[src/rtl/psieve_pkg.sv]
// ----------------------------------------------------------------------------
// psieve_pkg
// Shared sizes, command codes, sequencer states and unit result type for the
// prime sieve table.
// ----------------------------------------------------------------------------
package psieve_pkg;

	// Table size and derived widths.
	localparam int TABLE_SIZE = 131072;
	localparam int ADDR_W     = $clog2(TABLE_SIZE);
	localparam int CNT_W      = ADDR_W + 1;
	localparam int NUM_W      = 17;

	// Command codes.
	localparam logic CMD_BUILD = 1'b0;
	localparam logic CMD_QUERY = 1'b1;

	// Sequencer states, one-hot.
	typedef enum logic [7:0] {
		ST_IDLE  = 8'b00000001,
		ST_FILL  = 8'b00000010,
		ST_SQCHK = 8'b00000100,
		ST_CHKI  = 8'b00001000,
		ST_CLR   = 8'b00010000,
		ST_NEXTI = 8'b00100000,
		ST_DONE  = 8'b01000000,
		ST_QRD   = 8'b10000000
	} state_t;

	// Result of the shared add and compare unit.
	typedef struct packed {
		logic [CNT_W-1:0] sum;
		logic             lt;
	} alu_res_t;

endpackage

[src/rtl/psieve_alu.sv]
// ----------------------------------------------------------------------------
// psieve_alu
// Shared adder with a bound check against the table size. The sequencer uses
// it for the fill counter, the square of the sieve index and the multiples.
// ----------------------------------------------------------------------------
module psieve_alu (
	input  logic [psieve_pkg::CNT_W-1:0] a,
	input  logic [psieve_pkg::CNT_W-1:0] b,
	output psieve_pkg::alu_res_t         res
);

	// All sums stay below twice the table size, so they fit without wrapping.
	always_comb begin
		res.sum = a + b;
		res.lt  = res.sum < psieve_pkg::CNT_W'(psieve_pkg::TABLE_SIZE);
	end

endmodule

[config.mk]
export PLATFORM = sky130hd
export DESIGN_NAME = psieve_alu
export DESIGN_NICKNAME = d
export VERILOG_FILES = /design/src/rtl/psieve_pkg.sv /design/src/rtl/psieve_alu.sv
export SDC_FILE = /design/constraint.sdc
export NUM_CORES = 1
export LEC_CHECK = 0
export BUFFER_PORTS_ARGS = -buffer_cell sky130_fd_sc_hd__buf_2
export CORE_MARGIN = 2
export CORE_UTILIZATION = 35
export DETAILED_ROUTE_END_ITERATION = 12
export MAX_ROUTING_LAYER = met4
export PLACE_DENSITY = 0.7
export RECOVER_POWER = 100
export SETUP_SLACK_MARGIN = 0.02
export SYNTH_ARGS = -nofsm -noshare
export SYNTH_HDL_FRONTEND = slang
export SYNTH_SLANG_ARGS = --single-unit
export TNS_END_PERCENT = 10
[constraint.sdc]
create_clock -name vclk -period 1.8
set_input_delay 0.09 -clock vclk [all_inputs]
set_output_delay 0.09 -clock vclk [all_outputs]
set_load 0.01 [all_outputs]
# After elaboration in Yosys (flattened, before gate mapping)
# Index checks and enable logic that the tools add are counted.
# Widths: inputs -> output; s select.
# totals
inputBits,36
elab_cells,2
output_inout_bits,19
reg_bits,0
# op_classes
order_cmp,1
n_addsub,1
# ops
cell,count
$add 18x18->18,1
$lt 18x18->1 const B,1

# Logic depth before layout (Yosys ltp)
# depth
depth_word,2
ltp_mapped,9
depth_no_buf,9

# Least setup slack after synthesis
# No wires, ideal clock.
# synth_timing
path_type,input -> output
startpoint,input a[6] (netlist name)
endpoint,output res[18] (netlist name)
t_arrival_ns,1.830
cell_stages,7
path_slack_ns,-0.120
n_path_buf,0
required_time_ns,1.710
cell_sequence,ha_1 -> a2111oi_4 -> o21ai_2 -> nand4b_2 -> nand3_2 -> and3_4 -> or4_1
# synth_lines
item,line_no,text
start: declaration,psieve_alu.sv:7,"input logic [psieve_pkg::CNT_W-1:0] a,"
end: declaration,psieve_alu.sv:9,output psieve_pkg::alu_res_t res

==> reports/results.ini <==
[outcome]
status=finished, violations left
violations=negative setup slack

[logic_synthesis]
synth_compound_area_frac=0.301
syn_area_per_cell_sq_um=7.26
synth_top_area_cell=ha_1
ys_types=34
synth_warnings=0
synth_top_family_by_area=compound AO/OA/AOI/OAI gates
synth_common_cells=ha_1, a21oi_1, nand2_1, xnor2_1, nor2_1
syn_area_sq_um=907
synth_top_area_frac=0.234
yosysMostFrequentCell=ha_1
synth.mux.area_fraction=0.0110
synth_cells=125
synth_fa_ha_area_frac=0.257
syn_nets=179
synthSimpleGateAreaFrac=0.251
yosysSeqAreaShare=0
synth_xor_area_frac=0.145
synth.area.top_cells=ha_1, xnor2_1, a21oi_1, a21o_1, nand2_1

[timing]
layout_min_cycle_time_ns=1.95
tightestPinTransition_ns=0.352
report.final.slew_viol_count=0
whs_ns=0.507
setup_slack_ns=-0.149
setup_viol=3
fmax_mhz=513
fin_crit_sh=1.08
finalHoldViolations=0
rsz0062_at_grt=true
finalSetupTns_ns=-0.403
slew_headroom=0.764

[die]
die_h_microns=54.9
die_area_sq_um=3020
fp.dieW_microns=54.9
start_util=0.366
coreArea_sq_um=2480
io_pins=55
rows=18

[final_layout]
nClkBuffers=0
antenna_cells=0
utilization=0.675
seq_cells=0
syn_to_final_growth_pct=84.4
final_area_sq_um=1670
final_cells=243
nets=269
drive_gt1_frac=0.540
seqCellArea_sq_um=0

[placed_design]
dp_cells=240
dp_hpwl_microns=2470
placed_area_sq_um=1470
port_buffers=55
place.gp.congestion=0.865

[grt]
grt_pass1_wl_microns=4870
antenna_found_initial=0
grt_max_degree=9
grt_usage=0.220
grt_pass1_vias=1198
grt_remaining_overflow=0

[detailed_routing]
wl_per_cell_microns=13.1
first_pass_iters=4
via_count=1292
drtIter0Drc=21
route.detailed.drc=0
ant_nets=0
via_per_inst=5.32
routed_wl_microns=3190

[critical_path]
cpPeakStageDelay_ns=0.47
crit_path_cell_trace=buf_2 -> ha_4 -> a2111oi_4 -> o21ai_4 -> nand4b_4 -> nand3_2 -> and3_4 -> or4_4 -> buf_6
crit_buf_inv=2
critPathLaunchType=primary input
critPathRequiredTime_ns=1.71
crit_slowest_cell=or4_4
cpLargestDelayFamily=simple AND/OR/NAND/NOR gates
end_kind=output pin
worstPathArrival_ns=1.86
crit_fanout=3
crit_type=primary input to output pin

[min_path]
min_to=res[1]
hold_start=a[0]
min_path_cells=3
min_path_type=primary input to output pin

[power_and_ir_drop]
ir_worst_vdd_uv=253
p_leak_nw=0.842
cellPowerDensity_nw_per_um2=410

[clocking]
ctsHoldBuffers=0

[run]
drv_cap=0

-- cell families (layout without fill, tap and decap cells) --
| kind of cell | Yosys count | after routing |
|---|---|---|
| compound gates | 41 | 41 |
| xor+xnor | 15 | 15 |
| fa+ha+maj | 18 | 18 |
| buf+inv | 8 | 96 |
| mux | 1 | 1 |
| simple gates | 42 | 42 |
-- per-stage QoR --
stage                     total power, mW  worst slack [ns]
after CTS                           0.653            -0.128
after floorplan                     0.339           0.00758
final                               0.687            -0.149
after global routing                0.749            -0.250
after global placement              0.586            -0.241
after detailed placement            0.602            -0.311
-- report_power, final --
group	internal (mW)	switching, mW
Sequential	0	0
Combinational	0.352	0.335
Clock	0	0
-- how the worst max path moves through the flow --
stage / from / endpoint / cells after the start
6_report: a[5] / res[18] / 9
2_1_floorplan: a[0] / res[17] / 9
3_3_place_gp: a[1] / res[18] / 10
4_1_cts: b[6] / res[18] / 9
5_1_grt: b[0] / res[17] / 11
3_5_place_dp: a[0] / res[17] / 11
-- timing repair --
item                                    in CTS  in global routing
setup buffers                                1                  3
endpoints found under the setup margin       9                 11
pin swaps                                   10                 11
gates resized for setup                     23                 17
-- metal layers --
metal,track usage,wire (microns),vias to the layer above
li1,-,-,640
met1,0.258,1310,604
met2,0.423,1670,44
met3,0.0134,157,4
met4,0.0244,48,0
met5,-,0,-
-- area by class of cell --
| class | count | area (sq um) |
|---|---|---|
| multi-input cells | 117 | 1050 |
| fillers | 224 | 805 |
| repair buffers | 90 | 558 |
| well taps | 30 | 37.5 |
| inverters | 6 | 22.5 |
-- placed cells by master, fill, tap and decap left out, types with 3 or more instances in the layout --
master and instances:
a21o_1 6, a21oi_1 10, a21oi_2 5, buf_2 44, buf_4 35, buf_6 3
clkbuf_1 7, ha_1 10, ha_4 6, inv_1 5, nand2_1 10, nor2_1 9
nor4_1 3, o21ai_0 3, xnor2_1 10, xor2_1 4
(Power assumes the default switching activity.)
